File: config.mk
export PLATFORM = sky130hd
export DESIGN_NAME = synth_voice_allocator
export DESIGN_NICKNAME = d
export VERILOG_FILES = /design/src/sva_pkg.sv /design/src/sva_cell.sv /design/src/sva_ctrl.sv /design/src/synth_voice_allocator.sv
export SDC_FILE = /design/constraint.sdc
export NUM_CORES = 2
export LEC_CHECK = 0
export BUFFER_PORTS_ARGS = -buffer_cell sky130_fd_sc_hd__buf_4
export CAP_MARGIN = 0
export CORE_MARGIN = 4
export CORE_UTILIZATION = 35
export DETAILED_ROUTE_END_ITERATION = 16
export SYNTH_ARGS = -nofsm -noshare
export SYNTH_HDL_FRONTEND = slang
export SYNTH_SLANG_ARGS = --single-unit
File: constraint.sdc
create_clock -name aclk -period 8.1 [get_ports aclk]
set_input_delay 1.215 -clock aclk [delete_from_list [all_inputs] [get_ports aclk]]
set_output_delay 1.215 -clock aclk [all_outputs]
set_load 0.05 [all_outputs]
File: src/sva_pkg.sv
// Shared types, constants and index helpers for the voice allocator.
// Used by sva_cell, sva_ctrl, synth_voice_allocator and sva_checker.
package sva_pkg;

    // Voice bank size and age counter width
    localparam int VOICES   = 12;
    localparam int AGE_BITS = 16;
    localparam int VIDX_W   = $clog2(VOICES);

    localparam logic [AGE_BITS-1:0] AGE_MAX   = {AGE_BITS{1'b1}};
    localparam logic [VIDX_W-1:0]   LAST_VOICE = VIDX_W'(VOICES - 1);

    // Request kinds (s_tuser)
    localparam logic [1:0] REQ_ON     = 2'd0;
    localparam logic [1:0] REQ_OFF    = 2'd1;
    localparam logic [1:0] REQ_RELALL = 2'd2;

    // Result actions (m_tuser)
    localparam logic [1:0] ACT_ON   = 2'd0;
    localparam logic [1:0] ACT_OFF  = 2'd1;
    localparam logic [1:0] ACT_NONE = 2'd2;

    // Key register high nibble for key on
    localparam logic [7:0] KEY_ON_BITS = 8'hF0;

    // Divide by three: reciprocal multiply, exact for indexes below 512
    localparam int DIV3_MUL   = 171;
    localparam int DIV3_SHIFT = 9;
    localparam int DIV3_PW    = VIDX_W + 8;

    // Input transaction payload, channel in the lowest bits
    typedef struct packed {
        logic [6:0]  pad;
        logic [7:0]  note_velocity;
        logic [2:0]  octave_block;
        logic [10:0] freq_number;
        logic [6:0]  note_number;
        logic [3:0]  midi_channel;
    } in_data_t;

    // Result transaction payload, voice index in the lowest bits
    typedef struct packed {
        logic [4:0] pad;
        logic [7:0] velocity_out;
        logic [7:0] key_data;
        logic [7:0] freq_low_byte;
        logic [5:0] freq_high_byte;
        logic [3:0] program_channel;
        logic       reload_program;
        logic [1:0] slot_index;
        logic [1:0] chip_index;
        logic [3:0] voice_index;
    } out_data_t;

    // Search record handed from cell to cell
    typedef struct packed {
        logic                match_hit;
        logic [VIDX_W-1:0]   match_idx;
        logic                free_hit;
        logic [VIDX_W-1:0]   free_idx;
        logic [AGE_BITS-1:0] free_age;
        logic                free_reload;
    } scan_t;

    // Key under search, broadcast to all cells
    typedef struct packed {
        logic [3:0] ch;
        logic [6:0] note;
    } key_t;

    // Update command broadcast to all cells
    typedef struct packed {
        logic              valid;
        logic              is_on;
        logic [VIDX_W-1:0] target;
    } commit_t;

    function automatic logic [VIDX_W-1:0] div3(input logic [VIDX_W-1:0] v);
        logic [DIV3_PW-1:0] p;
        begin
            p = DIV3_PW'(v) * DIV3_PW'(DIV3_MUL);
            return VIDX_W'(p >> DIV3_SHIFT);
        end
    endfunction

    function automatic logic [1:0] voice_chip(input logic [VIDX_W-1:0] v);
        logic [VIDX_W-1:0] q;
        begin
            q = div3(v);
            return 2'(q);
        end
    endfunction

    function automatic logic [1:0] voice_slot(input logic [VIDX_W-1:0] v);
        logic [VIDX_W-1:0] q;
        logic [VIDX_W-1:0] r;
        begin
            q = div3(v);
            r = v - (q + (q << 1));
            return 2'(r);
        end
    endfunction

endpackage

File: src/sva_cell.sv
// One voice of the allocator: holds its state, joins the search chain.
// Depends on sva_pkg.
module sva_cell
    import sva_pkg::*;
(
    input  logic              aclk,
    input  logic              aresetn,
    input  logic [VIDX_W-1:0] cell_idx,
    input  key_t              key,
    input  commit_t           cmd,
    input  logic              scan_in_valid,
    input  scan_t             scan_in,
    output logic              scan_out_valid,
    output scan_t             scan_out
);

    logic                assigned_reg, assigned_next;
    logic                playing_reg,  playing_next;
    logic [3:0]          channel_reg,  channel_next;
    logic [6:0]          note_reg,     note_next;
    logic [AGE_BITS-1:0] age_reg,      age_next;
    logic                valid_reg;
    scan_t               scan_reg, scan_next;

    logic is_match, is_free, take_free, is_target;

    // Compare this voice against the record from the left neighbor
    always_comb begin
        is_match  = assigned_reg && (channel_reg == key.ch) && (note_reg == key.note);
        is_free   = !playing_reg;
        take_free = is_free && (!scan_in.free_hit || (age_reg > scan_in.free_age));

        scan_next = scan_in;
        if (!scan_in.match_hit && is_match) begin
            scan_next.match_hit = 1'b1;
            scan_next.match_idx = cell_idx;
        end
        if (take_free) begin
            scan_next.free_hit    = 1'b1;
            scan_next.free_idx    = cell_idx;
            scan_next.free_age    = age_reg;
            scan_next.free_reload = !assigned_reg || (channel_reg != key.ch);
        end
    end

    // Voice update: grant, release, and aging of released voices on key on
    always_comb begin
        is_target     = cmd.valid && (cmd.target == cell_idx);
        assigned_next = assigned_reg;
        playing_next  = playing_reg;
        channel_next  = channel_reg;
        note_next     = note_reg;
        age_next      = age_reg;
        if (is_target) begin
            if (cmd.is_on) begin
                assigned_next = 1'b1;
                playing_next  = 1'b1;
                channel_next  = key.ch;
                note_next     = key.note;
            end else begin
                playing_next  = 1'b0;
            end
            age_next = '0;
        end else if (cmd.valid && cmd.is_on && !playing_reg && (age_reg != AGE_MAX)) begin
            age_next = age_reg + 1'b1;
        end
    end

    always_ff @(posedge aclk) begin
        if (!aresetn) begin
            assigned_reg <= 1'b0;
            playing_reg  <= 1'b0;
            channel_reg  <= '0;
            note_reg     <= '0;
            age_reg      <= '0;
            valid_reg    <= 1'b0;
        end else begin
            assigned_reg <= assigned_next;
            playing_reg  <= playing_next;
            channel_reg  <= channel_next;
            note_reg     <= note_next;
            age_reg      <= age_next;
            valid_reg    <= scan_in_valid;
        end
    end

    // Record payload, loaded only when a search passes through
    always_ff @(posedge aclk) begin
        if (scan_in_valid) begin
            scan_reg <= scan_next;
        end
    end

    assign scan_out_valid = valid_reg;
    assign scan_out       = scan_reg;

endmodule

File: src/sva_ctrl.sv
// Sequencer of the allocator: takes requests, starts the search chain,
// builds results in the output register and commits voice updates. Uses sva_pkg.
module sva_ctrl
    import sva_pkg::*;
(
    input  logic              aclk,
    input  logic              aresetn,
    input  logic              s_tvalid,
    output logic              s_tready,
    input  logic [39:0]       s_tdata,
    input  logic [1:0]        s_tuser,
    output logic              m_tvalid,
    input  logic              m_tready,
    output logic [47:0]       m_tdata,
    output logic [1:0]        m_tuser,
    output logic              m_tlast,
    output logic              scan_start,
    input  logic              scan_done,
    input  scan_t             scan_res,
    output key_t              key,
    output commit_t           cmd
);

    localparam logic [1:0] ST_IDLE   = 2'd0;
    localparam logic [1:0] ST_SCAN   = 2'd1;
    localparam logic [1:0] ST_EMIT   = 2'd2;
    localparam logic [1:0] ST_RELALL = 2'd3;

    logic [1:0]        state_reg, state_next;
    logic              start_reg, start_next;
    logic [VIDX_W-1:0] cnt_reg,   cnt_next;
    logic [1:0]        req_reg;
    in_data_t          in_reg;
    in_data_t          in_d;

    logic              m_valid_reg, m_valid_next;
    out_data_t         m_data_reg,  m_data_next;
    logic [1:0]        m_user_reg,  m_user_next;
    logic              m_last_reg,  m_last_next;

    logic              accept, out_free, load;
    logic              is_on, is_off, hit;
    logic [VIDX_W-1:0] tgt;
    logic              reload;

    assign in_d     = in_data_t'(s_tdata);
    assign s_tready = (state_reg == ST_IDLE);
    assign accept   = s_tvalid && s_tready;
    assign out_free = !m_valid_reg || m_tready;

    // Pick the target voice from the finished search, or from the counter in release all
    always_comb begin
        is_on  = (req_reg == REQ_ON);
        is_off = (req_reg == REQ_OFF);
        if (is_on) begin
            hit    = scan_res.match_hit || scan_res.free_hit;
            tgt    = scan_res.match_hit ? scan_res.match_idx : scan_res.free_idx;
            reload = scan_res.match_hit ? 1'b0 : scan_res.free_reload;
        end else begin
            hit    = is_off && scan_res.match_hit;
            tgt    = scan_res.match_idx;
            reload = 1'b0;
        end
        if (state_reg == ST_RELALL) begin
            tgt = cnt_reg;
        end
    end

    // Sequencer and result builder
    always_comb begin
        state_next   = state_reg;
        start_next   = 1'b0;
        cnt_next     = cnt_reg;
        load         = 1'b0;
        m_data_next  = '0;
        m_user_next  = ACT_NONE;
        m_last_next  = 1'b1;
        cmd          = '0;
        cmd.target   = tgt;
        cmd.is_on    = is_on;

        case (state_reg)
            ST_IDLE: begin
                if (accept) begin
                    if ((s_tuser == REQ_ON) || (s_tuser == REQ_OFF)) begin
                        start_next = 1'b1;
                        state_next = ST_SCAN;
                    end else if (s_tuser == REQ_RELALL) begin
                        cnt_next   = '0;
                        state_next = ST_RELALL;
                    end else begin
                        state_next = ST_EMIT;
                    end
                end
            end
            ST_SCAN: begin
                if (scan_done) begin
                    state_next = ST_EMIT;
                end
            end
            ST_EMIT: begin
                if (out_free) begin
                    load       = 1'b1;
                    state_next = ST_IDLE;
                    if (hit) begin
                        cmd.valid                  = 1'b1;
                        m_data_next.voice_index    = 4'(tgt);
                        m_data_next.chip_index     = voice_chip(tgt);
                        m_data_next.slot_index     = voice_slot(tgt);
                        if (is_on) begin
                            m_user_next                 = ACT_ON;
                            m_data_next.reload_program  = reload;
                            m_data_next.program_channel = in_reg.midi_channel;
                            m_data_next.freq_high_byte  = {in_reg.octave_block,
                                                           in_reg.freq_number[10:8]};
                            m_data_next.freq_low_byte   = in_reg.freq_number[7:0];
                            m_data_next.key_data        = KEY_ON_BITS |
                                                          {6'd0, voice_slot(tgt)};
                            m_data_next.velocity_out    = in_reg.note_velocity;
                        end else begin
                            m_user_next          = ACT_OFF;
                            m_data_next.key_data = {6'd0, voice_slot(tgt)};
                        end
                    end
                end
            end
            ST_RELALL: begin
                if (out_free) begin
                    load                    = 1'b1;
                    cmd.valid               = 1'b1;
                    cmd.is_on               = 1'b0;
                    m_user_next             = ACT_OFF;
                    m_data_next.voice_index = 4'(tgt);
                    m_data_next.chip_index  = voice_chip(tgt);
                    m_data_next.slot_index  = voice_slot(tgt);
                    m_data_next.key_data    = {6'd0, voice_slot(tgt)};
                    m_last_next             = (cnt_reg == LAST_VOICE);
                    if (cnt_reg == LAST_VOICE) begin
                        state_next = ST_IDLE;
                    end else begin
                        cnt_next = cnt_reg + 1'b1;
                    end
                end
            end
            default: begin
                state_next = ST_IDLE;
            end
        endcase

        m_valid_next = load ? 1'b1 : (m_valid_reg && !m_tready);
    end

    always_ff @(posedge aclk) begin
        if (!aresetn) begin
            state_reg   <= ST_IDLE;
            start_reg   <= 1'b0;
            cnt_reg     <= '0;
            m_valid_reg <= 1'b0;
        end else begin
            state_reg   <= state_next;
            start_reg   <= start_next;
            cnt_reg     <= cnt_next;
            m_valid_reg <= m_valid_next;
        end
    end

    // Request and result payload registers
    always_ff @(posedge aclk) begin
        if (accept) begin
            req_reg <= s_tuser;
            in_reg  <= in_d;
        end
        if (load) begin
            m_data_reg <= m_data_next;
            m_user_reg <= m_user_next;
            m_last_reg <= m_last_next;
        end
    end

    assign key.ch     = in_reg.midi_channel;
    assign key.note   = in_reg.note_number;
    assign scan_start = start_reg;
    assign m_tvalid   = m_valid_reg;
    assign m_tdata    = m_data_reg;
    assign m_tuser    = m_user_reg;
    assign m_tlast    = m_last_reg;

endmodule

File: src/synth_voice_allocator.sv
// Top level of the voice allocator: a row of voice cells and the sequencer.
// Depends on sva_pkg, sva_cell and sva_ctrl.
//
//  channel | dir | tdata                                  | tuser    | tlast
//  s_      | in  | channel, note, fnum, block, velocity    | req_type | -
//  m_      | out | voice, chip, slot, reload, ..., velocity | action   | last
//
// Key on / key off: a new request is accepted only once the result is loaded;
// the search record walks the cell row one voice a cycle.
// Release all: one result per cycle while m_tready stays high.
// Unknown requests: one result.
// Reset clears every voice to unassigned and released with age zero at once.
// A stalled result holds in the output register; the voice commit waits for it.
module synth_voice_allocator
    import sva_pkg::*;
(
    input  logic        aclk,
    input  logic        aresetn,
    input  logic        s_tvalid,
    output logic        s_tready,
    // [3:0] midi_channel, [10:4] note_number, [21:11] freq_number,
    // [24:22] octave_block, [32:25] note_velocity, [39:33] zero
    input  logic [39:0] s_tdata,
    // [1:0] req_type
    input  logic [1:0]  s_tuser,
    output logic        m_tvalid,
    input  logic        m_tready,
    // [3:0] voice_index, [5:4] chip_index, [7:6] slot_index, [8] reload_program,
    // [12:9] program_channel, [18:13] freq_high_byte, [26:19] freq_low_byte,
    // [34:27] key_data, [42:35] velocity_out, [47:43] zero
    output logic [47:0] m_tdata,
    // [1:0] action
    output logic [1:0]  m_tuser,
    output logic        m_tlast
);

    logic    scan_v [0:VOICES];
    scan_t   scan_d [0:VOICES];
    key_t    key;
    commit_t cmd;

    // Fresh record enters the first cell with nothing found
    assign scan_d[0] = '0;

    sva_ctrl u_ctrl (
        .aclk       (aclk),
        .aresetn    (aresetn),
        .s_tvalid   (s_tvalid),
        .s_tready   (s_tready),
        .s_tdata    (s_tdata),
        .s_tuser    (s_tuser),
        .m_tvalid   (m_tvalid),
        .m_tready   (m_tready),
        .m_tdata    (m_tdata),
        .m_tuser    (m_tuser),
        .m_tlast    (m_tlast),
        .scan_start (scan_v[0]),
        .scan_done  (scan_v[VOICES]),
        .scan_res   (scan_d[VOICES]),
        .key        (key),
        .cmd        (cmd)
    );

    // Row of voice cells, record passes left to right
    for (genvar i = 0; i < VOICES; i++) begin : g_cell
        sva_cell u_cell (
            .aclk           (aclk),
            .aresetn        (aresetn),
            .cell_idx       (VIDX_W'(i)),
            .key            (key),
            .cmd            (cmd),
            .scan_in_valid  (scan_v[i]),
            .scan_in        (scan_d[i]),
            .scan_out_valid (scan_v[i+1]),
            .scan_out       (scan_d[i+1])
        );
    end

endmodule

**Word level (Yosys, flattened, before mapping)**

Cells that the tools add are included.
W data, S select, Z words.

- Add/sub/neg operators: 15
- $mul: 1
- Magnitude comparators: 11
- Equality and inequality tests: 74
- Multiplexer cells: 55
- Bitwise logic cells: 5
- Reductions and logical operators: 196

Operators with widths:

| kind | count |
|---|---|
| $add A16 B1 Y16 const B | 12 |
| $ne A16 B16 Y1 const B | 12 |
| $gt A16 B16 Y1 | 11 |
| $mux W17 | 10 |
| $logic_and A1 B1 Y1 | 86 |
| $eq A7 B7 Y1 | 12 |
| $mux W35 | 2 |
| $eq A4 B4 Y1 | 12 |
| $logic_not A1 Y1 | 48 |
| $ne A4 B4 Y1 | 12 |
| $mux W4 | 8 |
| $pmux W8 S2 | 2 |
| $logic_or A1 B1 Y1 | 26 |
| $reduce_and A2 Y1 | 13 |
| $reduce_or A2 Y1 | 13 |
| $mux W2 | 11 |
| $mux W22 | 1 |
| $eq A4 B4 Y1 const B | 5 |
| $mux W19 | 1 |
| $eq A4 B3 Y1 const B | 4 |
| $mux W8 | 2 |
| $mux W1 | 13 |
| $mul A4 B8 Y11 const B | 1 |
| $ne A2 B2 Y1 const B | 5 |
| 22 further kinds | 35 |

- Flip-flop bits (word level): 757
- Input port bits: 46
- Output and inout port bits: 53
- Word-level logic and storage cells: 521

**Logic depth before layout (Yosys ltp)**

- Depth after elaboration: 10
- Mapped depth: 20
- Depth with buffers taken out: 19

**Hierarchy**

Synthesis repeated with hierarchy kept, for this count alone.

- Cells, all modules: 3,575
- Area, all modules: 40,900.5 sq um

Modules (own cells, without submodules):

| module | times used | cells an instance | area an instance (sq um) | sequential area each (sq um) |
|---|---|---|---|---|
| sva_cell | 12 | 277 | 3,110.5 | 1,411.4 |
| sva_ctrl | 1 | 249 | 3,567.2 | 2,382.3 |
| synth_voice_allocator | 1 | 2 | 7.5 | 0.0 |

**Worst setup path after synthesis**

No wires, ideal clock.

- Path type: flip-flop to flip-flop
- Start point: register g_cell[11].u_cell.scan_reg, in the netlist g_cell[11].u_cell.scan_out[26]
- End point: register u_ctrl.m_data_reg, in the netlist u_ctrl.m_tdata[28], data pin
- Setup time: 254 ps
- Arrival: 4,031 ps
- Data required time: 7,846 ps
- Setup slack: 3,814 ps
- Cell stages (with the launch flop): 17
- Path buffers: 1
- Period minus slack after synthesis: 4,286 ps
- Path through: edfxtp_1 clkbuf_1 or4b_2 a31o_2 inv_1 ha_1 fa_1 ha_1 o211ai_1 a2111oi_0 o31ai_1 nor2b_1 ha_1 xor2_1 xnor2_1 xnor2_1 nor2_1

RTL lines:

| what | line | text |
|---|---|---|
| start: declaration | sva_cell.sv:23 | `scan_t scan_reg, scan_next;` |
| start signal: assignment | sva_cell.sv:90 | `scan_reg <= scan_next;` |
| end signal: assignment | sva_ctrl.sv:174 | `m_data_reg <= m_data_next;` |
| end: declaration | sva_ctrl.sv:37 | `out_data_t m_data_reg, m_data_next;` |

==> results.md <==
* CP max-delay cell: or4b_2
* Row cnt at 116
* CTS Buf Count at 82
* Actual slew at the worst max-slew pin at 1235 ps
* FFs w/ async S/R, synth at 0
* Rel. slew slack at 0.1713
* Cells after DPL at 4686
* Total gr overflow at 0
* Worst r2r src: u_ctrl.req_reg[1]$_DFFE_PP_
* Fin crit period at 5252 ps
* Max Fanout on Critical Path at 13
* Final setup viols at 0
* DRT Pass-1 Iters at 5
* Setup repair bufs after CTS at 0
* I/O Buffers at 84
* Sequential area share after synthesis at 0.5031
* Hold path endpoint: g_cell[10].u_cell.assigned_reg$_SDFFE_PN0P_
* Diode count at 0
* Setup TNS Final at 0 ps
* Max cap viols at 0
* Residual DRC at 0
* Synth top area share at 0.2965
* Required time of the critical path at 8480 ps
* Final hold violation count at 0
* Layout cells sized above 1 at 0.1249
* Dominant cell type by area after synthesis: edfxtp_1
* YS warnings at 0
* Clock skew at 27.63 ps
* Largest net degree at the start of global routing at 89
* Synth area leaders: edfxtp_1 30%, dfxtp_1 21%, ha_1 7.1%, mux2_2 4.5%, mux2i_1 4.4%
* Clock slew at reported path FFs at 60 ps
* Clk root buf: clkbuf_16
* Post_cts resized at 0
* First-pass GRT wire length at 131000 microns
* Clk sinks at 720
* Core box area at 100600 sq um
* Outcome: completed
* Die height at 327.2 microns
* Placer Congestion at 0.8378
* Die Footprint at 107000 sq um
* Max Fclk at 190.4 MHz
* Top FF cell, synth: dfxtp_1
* Critical path startpoint category: flip-flop
* HPWL after DPL at 57750 microns
* Worst hold stages at 2
* CTS Hold Bufs at 0
* Max reg flops at 278
* Most frequent CP cell: ha_1
* #FFs+latches synth at 720
* Top-Level Pins at 99
* Dpl ws at 2905 ps
* Critical Path AT at 5630 ps
* Final hold slack at 449.7 ps
* Post-Layout Cell Count at 4840
* Final Cycle Share at 0.6484
* # nets final at 3662
* Antenna viol nets, final at 0
* Leakage at 15.55 nW
* DR vias/cell at 4.961
* R2r setup slk at 2850 ps
* Vias in the first global route at 23450
* H-tree depth at 3
* GRT Util Overall at 0.1524
* Post-synthesis average cell area at 10.63 sq um
* Final Max Slew Viols at 0
* Max stage delay on crit path at 710 ps
* Pwr dens at 200.8 nW/um^2
* Post-synth EDFFs at 352
* Via Count at 24010
* Hold Path Class: flip-flop to flip-flop
* Max IR drop VDD at 0.1718 mV
* Die Wd at 327.2 microns
* CTS Buffer Depth at 3
* TritonCTS clock tree: built
* Drt initial violations at 1460
* RR Endpoint: u_ctrl.m_tdata[28]$_DFFE_PP_
* Mapped Area at 35650 sq um
* Syn Inst Count at 3353
* R2r worst-path depth at 17
* CP Capture Type: flip-flop
* Post-DR wirelength/cell at 17.07 microns
* Cell variety after synth at 79
* Initial Utilization at 0.3544
* Routed WL at 82600 microns
* Area delta synth->final at 13.49%
* Hold path startpoint: g_cell[10].u_cell.assigned_reg$_SDFFE_PN0P_
* CP Cell Sequence: or4b_2, nand3_1, o21ai_1, buf_4, inv_1, ha_1, fa_1, ha_1, o211ai_1, a2111oi_0, o31ai_1, nor2b_1, ha_1, xor2_1, xnor2_1, xnor2_1, nor2_1
* Latest clock arrival within the worst-skew pair at 650 ps
* Post-route setup slack at 2848 ps
* RSZ-0062 raised after global routing: no
* Initial antenna violation count at 3
* Crit Path Class: flip-flop to flip-flop
-- through the flow --
stage	total power, mW	cell area, sq um	util
global placement	4.385	37650	0.3743
global route	8.410	40460	0.4023
CTS	8.231	40460	0.4023
floorplan	4.232	35670	-
finish	8.124	40460	0.4023
detailed placement	4.388	37650	0.3743
-- worst max path at each step --
stage | startpoint | slack, ps | endpoint | cells after the start
after global routing | u_ctrl.req_reg[1]$_DFFE_PP_ | 2460 | u_ctrl.m_tdata[28]$_DFFE_PP_ | 17
after detailed placement | u_ctrl.req_reg[1]$_DFFE_PP_ | 2910 | u_ctrl.m_tdata[28]$_DFFE_PP_ | 17
after floorplan | g_cell[11].u_cell.scan_out[26]$_SDFFCE_PP1P_ | 3810 | u_ctrl.m_tdata[28]$_DFFE_PP_ | 16
after global placement | u_ctrl.req_reg[1]$_DFFE_PP_ | 2900 | u_ctrl.m_tdata[28]$_DFFE_PP_ | 17
after CTS | u_ctrl.req_reg[1]$_DFFE_PP_ | 2890 | u_ctrl.m_tdata[28]$_DFFE_PP_ | 17
final | u_ctrl.req_reg[1]$_DFFE_PP_ | 2850 | u_ctrl.m_tdata[28]$_DFFE_PP_ | 17
-- placed cells by master (no fill, tap or decap), drive strengths merged, types with 39 or more instances in the layout --
master  synthesis  final
xnor2         169    169
inv           235    238
a21oi          64     64
dfxtp         368    368
buf            55    115
clkbuf         90    105
xor2          125    125
nor3           81     81
edfxtp        352    352
o21ai          68     68
nand3         126    126
nor4           52     52
mux2          143    143
nand2b         39     39
nand4          95     95
ha            201    201
mux2i         155    155
nor2          257    257
nand2         245    245
and3           59     59
nor2b          73     73
-- metal layers --
metal	up-vias	global-route usage	share of wire	routed length (microns)
li1	11960	-	-	-
met1	11480	0.2057	0.47	38440
met2	427	0.2520	0.47	38480
met3	145	0.02172	0.039	3244
met4	0	0.05023	0.030	2443
met5	-	0	0	0
-- critical path, delay by kind of cell (launching register included) --
kind	cells	cell delay, ps
xor+xnor	3	520
simple gates	4	1070
flops	1	550
compound gates	4	1020
fa+ha+maj	4	1240
buf+inv	2	590
-- Yosys cell counts, drive strengths merged (6+ instances only) --
cell type / n
and4: 18
a21o: 10
a31oi: 13
xor2: 125
edfxtp: 352
nand3b: 17
o211ai: 18
or3: 12
or4: 12
inv: 235
a211oi: 11
o31ai: 12
o21ai: 68
xnor2: 169
o21a: 14
dfxtp: 368
nor4: 52
nor3b: 6
clkbuf: 90
mux2i: 155
nor4b: 9
nand2: 245
nor3: 81
nor2b: 73
a21oi: 64
or2: 25
nand3: 126
buf: 55
mux2: 143
a2111oi: 6
nor2: 257
and2: 35
nand4: 95
and3: 59
ha: 201
nand2b: 39
a21boi: 18
-- report_power, final --
group,internal [mW],switching [mW],total [mW]
logic,0.117,0.280,0.398
clock network,2.30,1.52,3.82
registers,3.85,0.0578,3.91
total,6.26,1.86,8.12
-- cells by family (layout without fill, tap and decap cells) --
| family | after synthesis | count (layout) | share of synthesized area |
|---|---|---|---|
| AOI/OAI and AO/OA | 279 | 279 | 0.05166 |
| DFF | 720 | 720 | 0.5031 |
| other | 1 | 7 | 0.0001052 |
| adders and majority gates | 203 | 203 | 0.07167 |
| xor gates and xnor gates | 294 | 294 | 0.07223 |
| buffers and inverters | 382 | 506 | 0.04278 |
| muxes | 298 | 298 | 0.08869 |
| and+or+nand+nor | 1176 | 1176 | 0.1697 |
-- area by class of cell --
| type | count | area, sq um |
|---|---|---|
| fill | 9706 | 60120 |
| sequential | 720 | 17940 |
| multi-input combinational | 2257 | 16260 |
| clock buffer | 105 | 2293 |
| tap | 1357 | 1698 |
| inverter | 237 | 889.6 |
| timing repair buffer | 115 | 867.1 |
| clock inverter | 49 | 515.5 |
Power figures use the tool's default switching activity.
